## src/rtl/bas_pkg.sv

```systemverilog
`timescale 1ns / 1ps
// ----------------------------------------------------------------------------
// Binary-angle sine/cosine and vector argument: shared definitions
// Types of the pipeline lanes and results, and the elaboration-time functions
// that build the CORDIC arctangent entries and the inverse gain.
// ----------------------------------------------------------------------------
package bas_pkg;

   // Internal datapath width of x, y and z.
   localparam int DW = 64;
   // Width of every result field.
   localparam int OW = 32;
   // Pi scaled by 2^61, rounded to 64 bits.
   localparam logic [63:0] PI_61 = 64'h6487_ED51_10B4_611B;

   // Operation carried in the request beat.
   typedef enum logic {
      OP_SINCOS = 1'b0,
      OP_ATAN2  = 1'b1
   } op_type;

   // One item as it travels through the pipeline.
   typedef struct packed {
      op_type        op;       // Operation: sine/cosine or argument.
      logic [1:0]    quad;     // Quadrant of the angle, sine/cosine only.
      logic          zero;     // Zero vector, argument only.
      logic          off_en;   // Left half plane, argument only.
      logic          off_neg;  // Offset is minus half a turn.
      logic [DW-1:0] x;
      logic [DW-1:0] y;
      logic [DW-1:0] z;
   } lane_type;

   // One finished result.
   typedef struct packed {
      logic [OW-1:0] ang_v;
      logic [OW-1:0] sin_v;
      logic [OW-1:0] cos_v;
   } result_type;

   // Restoring division, evaluated at elaboration only.
   function automatic logic [63:0] udiv64(input logic [63:0] num, input logic [63:0] den,
                                          input logic want_rem);
      logic [64:0] rem;
      logic [63:0] quo;
      int          b;
      rem = '0;
      quo = '0;
      for (b = 63; b >= 0; b--) begin
         rem = {rem[63:0], num[b]};
         if (rem >= {1'b0, den}) begin
            rem    = rem - {1'b0, den};
            quo[b] = 1'b1;
         end
      end
      return want_rem ? rem[63:0] : quo;
   endfunction

   // Arctangent of 2^-idx with half a turn equal to 2^62, truncated.
   function automatic logic [63:0] atan_entry(input int idx);
      logic [63:0] sum;
      logic [63:0] term;
      logic [63:0] num;
      logic [63:0] r;
      logic [63:0] q;
      int          k;
      int          odd;
      int          sh;
      logic        done;
      sum  = '0;
      done = 1'b0;
      r    = '0;
      q    = '0;
      if (idx == 0) begin
         q = 64'h1 << 60;
      end else begin
         // Alternating series of atan at 2^-62 radians.
         for (k = 0; k < 32; k++) begin
            odd = 2 * k + 1;
            sh  = idx * odd;
            if (!done) begin
               if (sh >= 63) begin
                  done = 1'b1;
               end else begin
                  num  = 64'h4000_0000_0000_0000 >> sh;
                  term = udiv64(num, 64'(odd), 1'b0);
                  if (term == 64'h0) begin
                     done = 1'b1;
                  end else if (k[0]) begin
                     sum = sum - term;
                  end else begin
                     sum = sum + term;
                  end
               end
            end
         end
         // Divide by pi * 2^61 to turn radians into binary angle units.
         r = sum;
         for (k = 0; k < 61; k++) begin
            r = r << 1;
            q = q << 1;
            if (r >= PI_61) begin
               r    = r - PI_61;
               q[0] = 1'b1;
            end
         end
      end
      return q;
   endfunction

   // Integer square root, evaluated at elaboration only.
   function automatic logic [63:0] isqrt64(input logic [63:0] val);
      logic [63:0] v;
      logic [63:0] res;
      logic [63:0] bitv;
      int          j;
      v    = val;
      res  = '0;
      bitv = 64'h1 << 62;
      for (j = 0; j < 32; j++) begin
         if (bitv > v) begin
            bitv = bitv >> 2;
         end
      end
      for (j = 0; j < 32; j++) begin
         if (bitv != 64'h0) begin
            if (v >= res + bitv) begin
               v   = v - (res + bitv);
               res = (res >> 1) + bitv;
            end else begin
               res = res >> 1;
            end
            bitv = bitv >> 2;
         end
      end
      return res;
   endfunction

   // Inverse CORDIC gain of n stages with 60 fraction bits, truncated.
   function automatic logic [63:0] inv_gain(input int n);
      logic [63:0] p;
      logic [63:0] s;
      logic [63:0] q1;
      logic [63:0] r1;
      int          i;
      p = 64'h1 << 63;
      for (i = 1; i < n; i++) begin
         if (2 * i < 64) begin
            p = p + (p >> (2 * i));
         end
      end
      s = isqrt64(p);
      if (s == 64'h0) begin
         s = 64'h1;
      end
      q1 = udiv64(64'h1 << 63, s, 1'b0);
      r1 = udiv64(64'h1 << 63, s, 1'b1);
      return (q1 << 28) + udiv64(r1 << 28, s, 1'b0);
   endfunction

endpackage

```

## src/rtl/bas_pre.sv

```systemverilog
`timescale 1ns / 1ps
// ----------------------------------------------------------------------------
// Input stage
// Decodes the operation and loads the start vector and angle of the CORDIC.
// ----------------------------------------------------------------------------
module bas_pre #(
   parameter int STAGES = 32
) (
   input  logic              clock,
   input  logic              reset,
   input  logic              en,
   input  logic              in_vld,
   input  logic              op,
   input  logic [31:0]       angle_val,
   input  logic [31:0]       x_val,
   input  logic [31:0]       y_val,
   output logic              out_vld,
   output bas_pkg::lane_type out_lane
);

   localparam logic [63:0] INV_GAIN = bas_pkg::inv_gain(STAGES);

   logic              vld_ff;
   bas_pkg::lane_type lane_ff;
   bas_pkg::lane_type lane_in;
   logic [32:0]       xs;
   logic [32:0]       ys;
   logic              left;

   // Fold the left half plane onto the right one by a half turn.
   always_comb begin
      left = x_val[31];
      xs   = {x_val[31], x_val};
      ys   = {y_val[31], y_val};
      if (left) begin
         xs = 33'h0 - xs;
         ys = 33'h0 - ys;
      end
   end

   // Start values for rotation or vectoring.
   always_comb begin
      lane_in         = '0;
      lane_in.op      = bas_pkg::op_type'(op);
      if (op == bas_pkg::OP_SINCOS) begin
         lane_in.quad = angle_val[30:29];
         lane_in.x    = INV_GAIN;
         lane_in.y    = 64'h0;
         lane_in.z    = {3'b000, angle_val[28:0], 32'h0};
      end else begin
         lane_in.zero    = (x_val == 32'h0) && (y_val == 32'h0);
         lane_in.off_en  = left;
         lane_in.off_neg = y_val[31];
         lane_in.x       = {{3{xs[32]}}, xs, 28'h0};
         lane_in.y       = {{3{ys[32]}}, ys, 28'h0};
         lane_in.z       = 64'h0;
      end
   end

   always_ff @(posedge clock) begin
      if (reset) begin
         vld_ff <= 1'b0;
      end else if (en) begin
         vld_ff <= in_vld;
      end
   end

   always_ff @(posedge clock) begin
      if (en) begin
         lane_ff <= lane_in;
      end
   end

   assign out_vld  = vld_ff;
   assign out_lane = lane_ff;

endmodule

```

## config.mk

```make
export PLATFORM = sky130hd
export DESIGN_NAME = bas_pre
export DESIGN_NICKNAME = d
export VERILOG_FILES = /design/src/rtl/bas_pkg.sv /design/src/rtl/bas_pre.sv
export SDC_FILE = /design/constraint.sdc
export NUM_CORES = 1
export LEC_CHECK = 0
export BUFFER_PORTS_ARGS = -buffer_cell sky130_fd_sc_hd__buf_2
export CAP_MARGIN = 20
export CORE_UTILIZATION = 40
export CTS_CLUSTER_DIAMETER = 120
export DETAILED_ROUTE_END_ITERATION = 8
export GPL_TIMING_DRIVEN = 0
export HOLD_SLACK_MARGIN = 0.06
export PLACE_DENSITY = 0.73
export RECOVER_POWER = 50
export REMOVE_ABC_BUFFERS = 1
export SLEW_MARGIN = 10
export SYNTH_ARGS = -nofsm -noshare
export SYNTH_HDL_FRONTEND = slang
export SYNTH_SLANG_ARGS = --single-unit
```

## constraint.sdc

```tcl
create_clock -name clock -period 8.1 [get_ports clock]
set_input_delay 2.43 -clock clock [delete_from_list [all_inputs] [get_ports clock]]
set_output_delay 2.43 -clock clock [all_outputs]
set_load 0.005 [all_outputs]
```

==> results.rst <==
.. list-table::
   :header-rows: 1

   * - Metric
     - Value
   * - Cell family contributing the most delay on the critical path
     - buffers and inverters
   * - Die Footprint
     - 16200 sq um
   * - DRC violation count after routing
     - 0
   * - Proportion of power drawn by combinational gates
     - 15.9%
   * - Series of cell instances along the critical path
     - clkbuf_1 > buf_16 > inv_1 > or3_1 > a31o_2 > o311ai_1
   * - Power density over cell area
     - approximately 170 nW/um^2
   * - Largest net degree at the start of global routing
     - 91
   * - Count of final max-slew check failures
     - 48
   * - Sort of element at the end of the critical path
     - register
   * - Worst setup timing slack at the placement stage
     - 3020 ps
   * - Prevailing post-synth register cell
     - sky130_fd_sc_hd__edfxtp_1
   * - Switching fraction of total power
     - a little over a quarter
   * - Asr flop ratio synth
     - 0%
   * - Most common cell after layout, fill and taps aside
     - sky130_fd_sc_hd__buf_2
   * - Total number of placement rows
     - 45
   * - Number of setup violations in the final report
     - 0
   * - Hold path startpoint
     - out_vld$_SDFFE_PP0P_
   * - Post-synthesis to final-layout area growth
     - 18.0%
   * - Post-cts sizing count
     - 0
   * - Worst flop-to-flop path endpoint
     - out_vld$_SDFFE_PP0P_
   * - First-pass GRT wire length
     - 21400 microns
   * - Number of cells on the worst reg-to-reg path
     - 2
   * - Worst min-delay path endpoint
     - out_vld$_SDFFE_PP0P_
   * - Kind of path behind the tightest hold check
     - reg2reg
   * - Element type at the critical path start
     - input pin
   * - Height of the die
     - 127 microns
   * - Maximum vdd ir drop
     - about 0.000096 V
   * - Worst r2r src
     - out_vld$_SDFFE_PP0P_
   * - Worst Slack Setup Final
     - 3080 ps
   * - Largest incremental delay on the critical path
     - between 900 and 1000 ps
   * - # placed instances
     - ~1000
   * - Number of global-route vias before repair
     - 4187
   * - DR pass1 iterations
     - 4
   * - Worst endpoint data arrival time
     - 5170 ps
   * - Fraction of power consumed by sequential logic
     - 51.0%
   * - Peak clock frequency supported by timing
     - 0.199 GHz
   * - Clock transition at the register clock pins on the worst setup and hold paths after CTS
     - 70 ps
   * - Portion of total power attributed to the clock network
     - 33.1%
   * - Iteration-0 DRC Markers
     - 429
   * - Final Cycle Share
     - 62.0%
   * - Per-instance average area after synthesis
     - 10.6 sq um
   * - Initial Utilization
     - around two fifths
   * - Setup Crit Path Kind
     - in2reg
   * - Hold Buf Count CTS
     - 0
   * - Final setup TNS
     - 0 ps
   * - Internal power contribution
     - 0.941 mW
   * - Sum of internal, switching and leakage power
     - 1.28 mW
   * - Pleak
     - 3.04 nW
   * - Number of instances in the synthesized netlist
     - 592
   * - Worst clock skew on the final layout
     - 0 ps
   * - Required time of the critical path
     - 8250 ps
   * - Setup slack of the most critical reg-to-reg path
     - roughly 7500 ps
   * - Number of non-filler instances in the completed layout
     - slightly below 1000
   * - Normalized max-slew margin
     - -68.3%
   * - Clock Path Buffers
     - 2
   * - Status
     - finished, violations left
   * - Global-route congestion overflow total
     - 0
   * - Wire per inst
     - 14.3 microns
   * - Clock sink total
     - 103
   * - Violations in the final reports
     - max-capacitance violations, max-slew violations
   * - Horiz. Die Dim
     - ~130 microns
   * - Count of synthesis-stage warnings from yosys
     - 0
   * - Port buffer count
     - 220
   * - Netlist area before placement
     - 6270 sq um
   * - Sequential share of the synthesized area
     - 49.1%
   * - Tightest Pin Transition
     - 2520 ps
   * - Final antenna diode count
     - 0
   * - Hold Violations, Final
     - 0
   * - RSZ-0062 raised after global routing
     - no
   * - Switching Power
     - about 0.34 mW
   * - Register bit total from synthesis
     - 103
   * - Antenna violations before repair
     - 0
   * - Total half-perimeter wirelength after legalization and detailed placement
     - roughly 10000 microns
   * - Layout fillers
     - about 1500
   * - Via count
     - 4872
   * - Area of all placed cells without fillers
     - 7410 sq um
   * - Proportion of layout cells with a drive suffix above 1
     - 27.9%
   * - H-tree levels
     - 3
   * - Post-layout net count
     - roughly 880
   * - Area of the core region
     - 15300 sq um
   * - Critical path buffer and inverter count
     - 3
   * - Highest net fanout along the worst path
     - 90
   * - Top library cells by usage in the layout, fill and taps aside
     - sky130_fd_sc_hd__buf_2 (179), sky130_fd_sc_hd__edfxtp_1 (102), sky130_fd_sc_hd__conb_1 (79), sky130_fd_sc_hd__nand2_1 (46), sky130_fd_sc_hd__clkbuf_1 (41)
   * - Number of cells traversed by the worst hold path
     - 2
   * - Number of buffers created by CTS
     - 9
   * - I/O pin cnt
     - 300
   * - Final estimated routing congestion in global placement
     - 0.792
   * - Synth cell types
     - 54
   * - Insertion delay to the later sink of the worst-skew pair
     - 350 ps
   * - Routed wire length
     - between 10000 and 15000 microns
   * - Final critical path time including I/O delays and setup
     - 5020 ps
   * - Clock tree from TritonCTS
     - built
   * - Post-place instance area
     - between 7000 and 8000 sq um
   * - Max capacitance violation total
     - 1
   * - Post-DR vias/cell
     - 4.91
   * - Root buffer selected by CTS
     - sky130_fd_sc_hd__clkbuf_16
   * - Master of the slowest instance on the critical path
     - sky130_fd_sc_hd__clkbuf_1
   * - Post-synth EDFFs
     - 102
   * - Post-route antenna net violation count
     - 0
   * - Buffers inserted by post-CTS timing repair
     - 0
   * - GRT Overall Usage
     - 17.0%
-- layout make-up --
| class | count | area [sq um] | area share, % |
|---|---|---|---|
| Clock buffer | 9 | 225 | 3.04 |
| Clock inverter | 7 | 62.6 | 0.845 |
| Inverter | 9 | 33.8 | 0.456 |
| Multi-Input combinational cell | 429 | 2600 | 35.1 |
| Sequential cell | 103 | 3080 | 41.6 |
| Tap cell | 211 | 264 | 3.56 |
| Timing Repair Buffer | 224 | 1140 | 15.4 |
-- metal layers --
layer  track usage, %  routed length (microns)  vias up
met5                0                        0        -
met4             8.75                      444        0
met3             2.64                      948       23
met2             29.7                     7060      257
met1             20.2                     5790     2273
li1                 -                        -     2319
-- synthesized netlist by cell type (2+ instances only) --
library cell / n / area (sq um)
sky130_fd_sc_hd__o211ai_1: 2 / 15.0
sky130_fd_sc_hd__ha_1: 2 / 25.0
sky130_fd_sc_hd__or2_2: 5 / 31.3
sky130_fd_sc_hd__nor2b_1: 33 / 206
sky130_fd_sc_hd__nand4_1: 4 / 25.0
sky130_fd_sc_hd__and3_1: 3 / 18.8
sky130_fd_sc_hd__buf_4: 96 / 721
sky130_fd_sc_hd__edfxtp_1: 102 / 3060
sky130_fd_sc_hd__mux2_2: 3 / 33.8
sky130_fd_sc_hd__o41ai_2: 2 / 32.5
sky130_fd_sc_hd__o31ai_1: 10 / 75.1
sky130_fd_sc_hd__clkbuf_1: 28 / 105
sky130_fd_sc_hd__nand2b_1: 29 / 181
sky130_fd_sc_hd__inv_1: 8 / 30.0
sky130_fd_sc_hd__o21a_1: 2 / 15.0
sky130_fd_sc_hd__xnor2_1: 2 / 17.5
sky130_fd_sc_hd__and3b_1: 2 / 17.5
sky130_fd_sc_hd__a21oi_1: 19 / 95.1
sky130_fd_sc_hd__o21ai_1: 3 / 15.0
sky130_fd_sc_hd__nand3_1: 9 / 45.0
sky130_fd_sc_hd__or3_1: 18 / 113
sky130_fd_sc_hd__xor2_1: 16 / 140
sky130_fd_sc_hd__or4_1: 5 / 37.5
sky130_fd_sc_hd__buf_2: 2 / 10.0
sky130_fd_sc_hd__nor4_2: 4 / 50.1
sky130_fd_sc_hd__o21ai_0: 11 / 55.1
sky130_fd_sc_hd__mux2_1: 8 / 90.1
sky130_fd_sc_hd__or4_4: 2 / 22.5
sky130_fd_sc_hd__buf_6: 2 / 22.5
sky130_fd_sc_hd__a41oi_1: 5 / 43.8
sky130_fd_sc_hd__a31oi_1: 11 / 68.8
sky130_fd_sc_hd__nor4_1: 8 / 50.1
sky130_fd_sc_hd__nand2_1: 46 / 173
sky130_fd_sc_hd__nor2_1: 30 / 113
sky130_fd_sc_hd__and2_1: 3 / 18.8
sky130_fd_sc_hd__o41ai_1: 6 / 52.6
sky130_fd_sc_hd__mux2i_1: 22 / 220
sky130_fd_sc_hd__nor3_1: 13 / 65.1
-- per-stage QoR --
step	util (%)	hold WS (ps)
4_1_cts	48.8	510
2_1_floorplan	-	485
3_5_place_dp	46.9	491
5_1_grt	48.5	540
3_3_place_gp	46.3	472
6_report	48.5	500
-- worst register-to-register path, cell delays in order (launching register included) --
cell                      delay, ps
sky130_fd_sc_hd__dfxtp_1        310
sky130_fd_sc_hd__mux2i_1        120
sky130_fd_sc_hd__nor2_1          50
-- state kept, by name, summed over array words and instances, names as in the netlist --
register,cells
out_vld,1
out_lane,102
-- cells by family (layout without fill, tap and decap cells) --
logic type               Yosys count  in the layout  synth area share (%)
AO/OA/AOI/OAI                     79             79                  8.93
adder cells (fa/ha/maj)            2              2                 0.399
flip-flops                       103            103                  49.1
buffers and inverters            138            249                  14.3
other                              1             79                0.0598
AND/OR/NAND/NOR                  218            218                  19.2
multiplexers                      33             33                  5.48
XOR/XNOR                          18             18                  2.51
-- how the worst max path moves through the flow --
stage	from	to	slack (ps)	depth (start not counted)
floorplan	x_val[18]	out_lane[183]$_SDFFCE_PN1P_	3610	4
global placement	op	out_lane[185]$_SDFFCE_PN0P_	2070	5
detailed placement	x_val[4]	out_lane[184]$_SDFFCE_PN1P_	3020	5
CTS	x_val[4]	out_lane[184]$_SDFFCE_PN1P_	3410	5
global route	op	out_lane[185]$_SDFFCE_PN0P_	2800	6
finish	op	out_lane[185]$_SDFFCE_PN0P_	3080	6
-- power by group through the flow --
stage	combinational [mW]	clock, mW	sequential [mW]
after floorplan	0.0734	0	0.671
after global placement	0.201	0	0.662
after detailed placement	0.208	0	0.662
after CTS	0.209	0.433	0.651
after global routing	0.227	0.452	0.656
final	0.203	0.423	0.651
(Power assumes the default switching activity.)
