[src/rtl/bas_pkg.sv]
`timescale 1ns / 1ps
// ----------------------------------------------------------------------------
// Binary-angle sine/cosine and vector argument: shared definitions
// Types of the pipeline lanes and results, and the elaboration-time functions
// that build the CORDIC arctangent entries and the inverse gain.
// ----------------------------------------------------------------------------
package bas_pkg;

   // Internal datapath width of x, y and z.
   localparam int DW = 64;
   // Width of every result field.
   localparam int OW = 32;
   // Pi scaled by 2^61, rounded to 64 bits.
   localparam logic [63:0] PI_61 = 64'h6487_ED51_10B4_611B;

   // Operation carried in the request beat.
   typedef enum logic {
      OP_SINCOS = 1'b0,
      OP_ATAN2  = 1'b1
   } op_type;

   // One item as it travels through the pipeline.
   typedef struct packed {
      op_type        op;       // Operation: sine/cosine or argument.
      logic [1:0]    quad;     // Quadrant of the angle, sine/cosine only.
      logic          zero;     // Zero vector, argument only.
      logic          off_en;   // Left half plane, argument only.
      logic          off_neg;  // Offset is minus half a turn.
      logic [DW-1:0] x;
      logic [DW-1:0] y;
      logic [DW-1:0] z;
   } lane_type;

   // One finished result.
   typedef struct packed {
      logic [OW-1:0] ang_v;
      logic [OW-1:0] sin_v;
      logic [OW-1:0] cos_v;
   } result_type;

   // Restoring division, evaluated at elaboration only.
   function automatic logic [63:0] udiv64(input logic [63:0] num, input logic [63:0] den,
                                          input logic want_rem);
      logic [64:0] rem;
      logic [63:0] quo;
      int          b;
      rem = '0;
      quo = '0;
      for (b = 63; b >= 0; b--) begin
         rem = {rem[63:0], num[b]};
         if (rem >= {1'b0, den}) begin
            rem    = rem - {1'b0, den};
            quo[b] = 1'b1;
         end
      end
      return want_rem ? rem[63:0] : quo;
   endfunction

   // Arctangent of 2^-idx with half a turn equal to 2^62, truncated.
   function automatic logic [63:0] atan_entry(input int idx);
      logic [63:0] sum;
      logic [63:0] term;
      logic [63:0] num;
      logic [63:0] r;
      logic [63:0] q;
      int          k;
      int          odd;
      int          sh;
      logic        done;
      sum  = '0;
      done = 1'b0;
      r    = '0;
      q    = '0;
      if (idx == 0) begin
         q = 64'h1 << 60;
      end else begin
         // Alternating series of atan at 2^-62 radians.
         for (k = 0; k < 32; k++) begin
            odd = 2 * k + 1;
            sh  = idx * odd;
            if (!done) begin
               if (sh >= 63) begin
                  done = 1'b1;
               end else begin
                  num  = 64'h4000_0000_0000_0000 >> sh;
                  term = udiv64(num, 64'(odd), 1'b0);
                  if (term == 64'h0) begin
                     done = 1'b1;
                  end else if (k[0]) begin
                     sum = sum - term;
                  end else begin
                     sum = sum + term;
                  end
               end
            end
         end
         // Divide by pi * 2^61 to turn radians into binary angle units.
         r = sum;
         for (k = 0; k < 61; k++) begin
            r = r << 1;
            q = q << 1;
            if (r >= PI_61) begin
               r    = r - PI_61;
               q[0] = 1'b1;
            end
         end
      end
      return q;
   endfunction

   // Integer square root, evaluated at elaboration only.
   function automatic logic [63:0] isqrt64(input logic [63:0] val);
      logic [63:0] v;
      logic [63:0] res;
      logic [63:0] bitv;
      int          j;
      v    = val;
      res  = '0;
      bitv = 64'h1 << 62;
      for (j = 0; j < 32; j++) begin
         if (bitv > v) begin
            bitv = bitv >> 2;
         end
      end
      for (j = 0; j < 32; j++) begin
         if (bitv != 64'h0) begin
            if (v >= res + bitv) begin
               v   = v - (res + bitv);
               res = (res >> 1) + bitv;
            end else begin
               res = res >> 1;
            end
            bitv = bitv >> 2;
         end
      end
      return res;
   endfunction

   // Inverse CORDIC gain of n stages with 60 fraction bits, truncated.
   function automatic logic [63:0] inv_gain(input int n);
      logic [63:0] p;
      logic [63:0] s;
      logic [63:0] q1;
      logic [63:0] r1;
      int          i;
      p = 64'h1 << 63;
      for (i = 1; i < n; i++) begin
         if (2 * i < 64) begin
            p = p + (p >> (2 * i));
         end
      end
      s = isqrt64(p);
      if (s == 64'h0) begin
         s = 64'h1;
      end
      q1 = udiv64(64'h1 << 63, s, 1'b0);
      r1 = udiv64(64'h1 << 63, s, 1'b1);
      return (q1 << 28) + udiv64(r1 << 28, s, 1'b0);
   endfunction

endpackage

[src/rtl/bas_outq.sv]
`timescale 1ns / 1ps
// ----------------------------------------------------------------------------
// Output register with skid slot
// Holds the result beat on the master side and parks one more beat, so the
// pipeline keeps moving while a result waits. The stall comes from a flop.
// ----------------------------------------------------------------------------
module bas_outq (
   input  logic                clock,
   input  logic                reset,
   input  logic                push_vld,
   input  bas_pkg::result_type push_res,
   output logic                en,
   output logic                rsp_vld,
   input  logic                rsp_rdy,
   output bas_pkg::result_type rsp_res
);

   logic                head_vld_ff;
   logic                head_vld_in;
   bas_pkg::result_type head_res_ff;
   bas_pkg::result_type head_res_in;
   logic                skid_vld_ff;
   logic                skid_vld_in;
   bas_pkg::result_type skid_res_ff;
   bas_pkg::result_type skid_res_in;
   logic                push;
   logic                head_free;

   // The pipeline advances whenever the skid slot is empty.
   assign en        = ~skid_vld_ff;
   assign push      = push_vld & en;
   assign head_free = ~head_vld_ff | rsp_rdy;

   // Head refills from the skid slot first, then from the pipeline.
   always_comb begin
      head_vld_in = head_vld_ff;
      head_res_in = head_res_ff;
      skid_vld_in = skid_vld_ff;
      skid_res_in = skid_res_ff;
      if (head_free) begin
         head_vld_in = skid_vld_ff | push;
         head_res_in = skid_vld_ff ? skid_res_ff : push_res;
         skid_vld_in = 1'b0;
      end else if (push) begin
         skid_vld_in = 1'b1;
         skid_res_in = push_res;
      end
   end

   always_ff @(posedge clock) begin
      if (reset) begin
         head_vld_ff <= 1'b0;
         skid_vld_ff <= 1'b0;
      end else begin
         head_vld_ff <= head_vld_in;
         skid_vld_ff <= skid_vld_in;
      end
   end

   always_ff @(posedge clock) begin
      head_res_ff <= head_res_in;
      skid_res_ff <= skid_res_in;
   end

   assign rsp_vld = head_vld_ff;
   assign rsp_res = head_res_ff;

endmodule

[config.mk]
export PLATFORM = sky130hd
export DESIGN_NAME = bas_outq
export DESIGN_NICKNAME = d
export VERILOG_FILES = /design/src/rtl/bas_pkg.sv /design/src/rtl/bas_outq.sv
export SDC_FILE = /design/constraint.sdc
export NUM_CORES = 1
export LEC_CHECK = 0
export ABC_AREA = 1
export BUFFER_PORTS_ARGS = -buffer_cell sky130_fd_sc_hd__buf_2
export CAP_MARGIN = 20
export CORE_MARGIN = 5
export CORE_UTILIZATION = 30
export DETAILED_ROUTE_END_ITERATION = 6
export PLACE_DENSITY = 0.57
export SYNTH_ARGS = -nofsm -noshare
export SYNTH_HDL_FRONTEND = slang
export SYNTH_SLANG_ARGS = --single-unit
[constraint.sdc]
create_clock -name clock -period 22.5 [get_ports clock]
set_input_delay 2.25 -clock clock [delete_from_list [all_inputs] [get_ports clock]]
set_output_delay 2.25 -clock clock [all_outputs]
set_load 0.02 [all_outputs]
==> results of run 1 <==
-- synthesized netlist by cell type --
cell type / n / area, sq um
o21ai_0: 1 / 5.000
nand2_1: 291 / 1092
inv_4: 1 / 6.260
nor2_1: 3 / 11.26
inv_1: 2 / 7.510
buf_2: 14 / 70.07
buf_6: 2 / 22.52
edfxtp_1: 192 / 5766
dfxtp_1: 2 / 40.04
buf_4: 5 / 37.54
nand3_1: 1 / 5.000
-- per-stage QoR --
stage / setup slack [ns] / hold WS [ns] / instance area [sq um] / std cells
final: 18.00 / 0.5139 / 8935 / 1044
after floorplan: 13.21 / 0.4943 / 7063 / 514
after global routing: 17.79 / 0.5356 / 8935 / 1044
after detailed placement: 17.45 / 0.5027 / 8359 / 1012
after CTS: 17.91 / 0.5186 / 8905 / 1042
after global placement: 17.45 / 0.4980 / 8359 / 1012
-- worst max-delay path: cells and delay by family --
family                 cells  cell delay, ns
AND/OR/NAND/NOR            2            1.26
buffers and inverters      3            0.93
-- layer usage --
layer | global-route usage (%) | vias to the layer above
met2 | 18.98 | 113
met4 | 4.461 | 0
li1 | - | 2125
met5 | 0 | -
met1 | 14.43 | 2001
met3 | 3.306 | 20
-- final timing paths --
path                               to  slack [ns]  depth (start not counted)
max          skid_res_ff[4]$_DFFE_PP_       18.00                          5
min              rsp_res[6]$_DFFE_PP_        0.51                          2
max reg2reg  skid_res_ff[4]$_DFFE_PP_       19.54                          5
min reg2reg      rsp_res[6]$_DFFE_PP_        0.51                          2
-- power breakdown --
part	total, mW	leakage [nW]	internal [mW]	switching (mW)
combinational	0.0655	1.65	0.0210	0.0445
clock	0.291	0.270	0.162	0.129
sequential	0.427	1.89	0.421	0.00649
-- cells by family after synthesis --
logic type	share of synthesized area (%)
buf+inv	2.037
simple gates	15.70
flops	82.20
compound gates	0.07079
-- layout make-up --
cell class / instances / area share (%)
Antenna cell: 1 / 0.02801
Clock buffer: 19 / 4.845
Clock inverter: 11 / 1.260
Inverter: 3 / 0.1540
Multi-Input combinational cell: 296 / 12.63
Sequential cell: 194 / 65.02
Tap cell: 319 / 4.467
Timing Repair Buffer: 201 / 11.59
-- state kept, by name, indices dropped and copies added (netlist names) --
name         flops
rsp_vld          1
skid_vld_ff      1
rsp_res         96
skid_res_ff     96
==> results.toml, run 1 <==
[run_status]
status = "completed"

[global_route]
antenna_found_initial = 1
track_usage_pct = 11.53
grt_first_pass_wirelength_um = 23550
grt.overflow.total = 0
grt_max_degree = 100
grt_pass1_vias = 4311

[route]
vias_per_cell = 4.080
dr.first_iter.drc_count = 207
met3WireLength_um = 809
vias = 4259
top_layer_used = "met4"
drt.antenna.violating_nets = 0
wl_met1_um = 6755
first_pass_iters = 4
drc = 0
routed-wl-met2_um = 7576
wl_per_cell_um = 14.74
routed_wl_um = 15390

[floorplan]
fp.dieW_um = 163.4
die_h_um = 163.4
initial_core_util_pct = 30.27
coreArea_sq_um = 23330
die_area_sq_um = 26710
ioPinCount = 198
rows = 56

[timing]
tightest_slew_ns = 1.036
setup_viol = 0
setup_tns_ns = 0
rsz0062_at_grt = "no"
fmax_ghz = 0.2222
maxSlewViolCount = 0
fin_crit_sh_pct = 20.00
maxSlewHeadroom_pct = 30.95
hold_violations = 0
clock_skew_ns = 0.009684
finalCriticalPeriod_ns = 4.500

[placement]
port_buffers = 197
globalplace.congestion = 0.7307
dp_hpwl_um = 9838

[clocking]
cts.sinks = 194
cts_buffers = 17
cts_tree = "done"
clock_path_buffers = 2
htreeDepth = 4
cts_resized = 0
insertion_delay_ns = 0.42
root_buffer = "clkbuf_16"
cts_hold_buffers = 0
clk_pin_slew_ns = 0.06
post-cts-setup-buffers = 0

[setup_path]
worstPathMaxFanout = 61
path_cells = "buf_2 > inv_1 > nand2_4 > nor2_4 > buf_4"
cp-end-kind = "flip-flop"
critPathArrivalTime_ns = 4.55
r2r_start = "skid_vld_ff$_SDFFE_PP0P_"
critPathMaxStageDelay_ns = 0.93
crit_slowest_cell = "nor2_4"
start_kind = "primary input"
critPathKind = "primary input to flip-flop"
cp.required_ns = 22.55
critical_path.startpoint = "rsp_rdy"

[power]
finalPower_mw = 0.7840
p_per_area_nw_per_um2 = 87.75
power_leakage_nw = 3.805
peakVddDrop_uv = 43.66

[synth]
yosysSeqAreaShare_pct = 82.20
syn_avg_cell_area_sq_um = 13.74
ys_ff_latch = 194
syn_inst = 514
synth_nets = 614
synthDistinctLibCells = 11
mappedNetlistArea_sq_um = 7063
ys.warnings.count = 0

[finish]
area.sequential_sq_um = 5809
mostFrequentLayoutCells = "nand2_1, buf_2, edfxtp_1, clkbuf_16"
fillers = 2265
final_nets = 813
utilization_pct = 38.29
multi_input_area_sq_um = 1129
final_layout_size_suffix_gt1_share_pct = 31.77
final_common_cell = "nand2_1"
area_delta_synth_final_pct = 26.50

[min_path]
hp-start = "skid_res_ff[6]$_DFFE_PP_"
hp-class = "flip-flop to flip-flop"

[flow_run]
drv_cap = 0
Note: power is estimated with default switching activity, not from simulation.
==> run 2, diff against run 1 <==
--- a/config.mk
+++ b/config.mk
@@ -11,7 +11,7 @@
 export CORE_MARGIN = 5
 export CORE_UTILIZATION = 30
 export DETAILED_ROUTE_END_ITERATION = 6
-export PLACE_DENSITY = 0.57
+export PLACE_DENSITY = 0.59
 export SYNTH_ARGS = -nofsm -noshare
 export SYNTH_HDL_FRONTEND = slang
 export SYNTH_SLANG_ARGS = --single-unit
==> constraint.sdc (replaced) <==
create_clock -name clock -period 3.95 [get_ports clock]
set_input_delay 0.395 -clock clock [delete_from_list [all_inputs] [get_ports clock]]
set_output_delay 0.395 -clock clock [all_outputs]
set_load 0.02 [all_outputs]
==> run 2 against run 1 <==
Compared with the run above: sequential cell count unchanged; clock power rose to 6.2 times the previous value; combinational power rose to 5.8 times the previous value; design area up 0.67%; global-route usage down 0.052 points; critical path depth down 2; die area unchanged; non-clock buffer count up 1; core utilization up 0.26 points; sequential power rose to 5.7 times the previous value; largest cell class unchanged; largest power group unchanged.
==> results.toml, run 2 (synthesis gave the netlist of run 1 again) <==
[clocking]
cts_tree = "done"
htreeDepth = 4
post-cts-setup-buffers = 0
clk_pin_slew_ns = 0.07
cts_hold_buffers = 0
cts_buffers = 17
cts.sinks = 194
cts_resized = 0
insertion_delay_ns = 0.42
clock_path_buffers = 2
root_buffer = "clkbuf_16"

[finish]
final_common_cell = "nand2_1"
final_layout_size_suffix_gt1_share_pct = 32.09
final_nets = 814
mostFrequentLayoutCells = "nand2_1, buf_2, edfxtp_1, clkbuf_16, buf_4"
fillers = 2290
area_delta_synth_final_pct = 27.35
fin_area_sq_um = 8995

[route]
routed_wl_um = 15270
first_pass_iters = 4
drt.antenna.violating_nets = 0
drc = 0
wl_per_cell_um = 14.55
vias_per_cell = 4.036
dr.first_iter.drc_count = 195
vias = 4234

[setup_path]
worstPathMaxFanout = 54
cp-end-kind = "output pin"
critPathKind = "flip-flop to output pin"
cp.required_ns = 3.56
critPathArrivalTime_ns = 2.01
start_kind = "flip-flop"

[floorplan]
coreArea_sq_um = 23330
die_area_sq_um = 26710
ioPinCount = 198
die_h_um = 163.4
initial_core_util_pct = 30.27
fp.dieW_um = 163.4
rows = 56

[power]
pwr-share-clk_pct = 39.3
p_per_area_nw_per_um2 = 513.2
combPwrFrac_pct = 8.2
p_switching_mw = 1.036
swShare_pct = 22.45
intPower_mw = 3.579
peakVddDrop_uv = 227.7
power_leakage_nw = 3.824
seqPwrFrac_pct = 52.5

[global_route]
grt.overflow.total = 0
grt_max_degree = 99
grt_first_pass_wirelength_um = 23470
antenna_found_initial = 5
grt_pass1_vias = 4332
track_usage_pct = 11.48

[run_status]
status = "completed"

[timing]
fmax_ghz = 0.4163
setup_viol = 0
rsz0062_at_grt = "no"
maxSlewHeadroom_pct = 27.54
fin_crit_sh_pct = 60.81
tightest_slew_ns = 1.087
hold_violations = 0
finalCriticalPeriod_ns = 2.402
clock_skew_ns = 0.008595
setup_tns_ns = 0
maxSlewViolCount = 0

[placement]
placed_area_sq_um = 8374
dp_hpwl_um = 9977
globalplace.congestion = 0.7383
port_buffers = 197

[min_path]
hp-class = "primary input to flip-flop"

[flow_run]
drv_cap = 0
-- run 2: cell count changes in the layout (fill, tap and decap cells not counted), moves of 2 or more --
cell / change
clkinv_2: -3
diode_2: +3
buf_4: +2
bufinv_16: +2
clkinv_1: -2
clkinvlp_4: +2
-- run 2: final cells by class --
type | count | area [sq um] | area share [%]
Inverter | 3 | 13.76 | 0.1530
Clock inverter | 11 | 173.9 | 1.934
Clock buffer | 20 | 436.7 | 4.855
Timing Repair Buffer | 202 | 1023 | 11.38
Sequential cell | 194 | 5809 | 64.58
Multi-Input combinational cell | 296 | 1129 | 12.55
Antenna cell | 4 | 10.01 | 0.1113
Tap cell | 319 | 399.1 | 4.437
-- run 2: metal layers --
metal	vias to the layer above	track usage [%]	share of wire, %
li1	2135	-	-
met1	1955	14.21	44
met5	-	0	0.12
met2	130	18.70	48
met3	10	4.113	7.1
met4	4	3.965	0.90
-- run 2: worst max-delay path, cell delays in order (launching register included) --
cell and delay [ns]:
dfxtp_4 0.35, inv_4 0.34, buf_4 0.58, buf_2 0.27
-- run 2: final timing paths --
check | start | end | slack [ns] | cells after the start
max | skid_vld_ff$_SDFFE_PP0P_ | en | 1.55 | 3
min | push_res[13] | skid_res_ff[13]$_DFFE_PP_ | 0.16 | 1
max reg2reg | rsp_vld$_SDFFE_PP0P_ | skid_res_ff[82]$_DFFE_PP_ | 1.80 | 3
min reg2reg | skid_res_ff[64]$_DFFE_PP_ | rsp_res[64]$_DFFE_PP_ | 0.51 | 2
-- run 2: power by group through the flow --
stage	Sequential [mW]	Clock (mW)	Combinational (mW)
floorplan	2.58	0	0.0913
global placement	2.47	0	0.383
detailed placement	2.47	0	0.389
CTS	2.43	1.87	0.388
global route	2.44	1.95	0.417
finish	2.42	1.81	0.378
-- run 2: through the flow --
stage          utilization [%]  hold WS, ns  power, mW  cells  setup slack (ns)
2_1_floorplan                -       0.4939      2.676    514            0.8316
3_3_place_gp             35.89       0.4979      2.855   1014             1.578
3_5_place_dp             35.89       0.5016      2.859   1014             1.541
4_1_cts                  38.51       0.1335      4.684   1045             1.472
5_1_grt                  38.54       0.1264      4.807   1048             1.377
6_report                 38.55       0.1650      4.616   1049             1.548
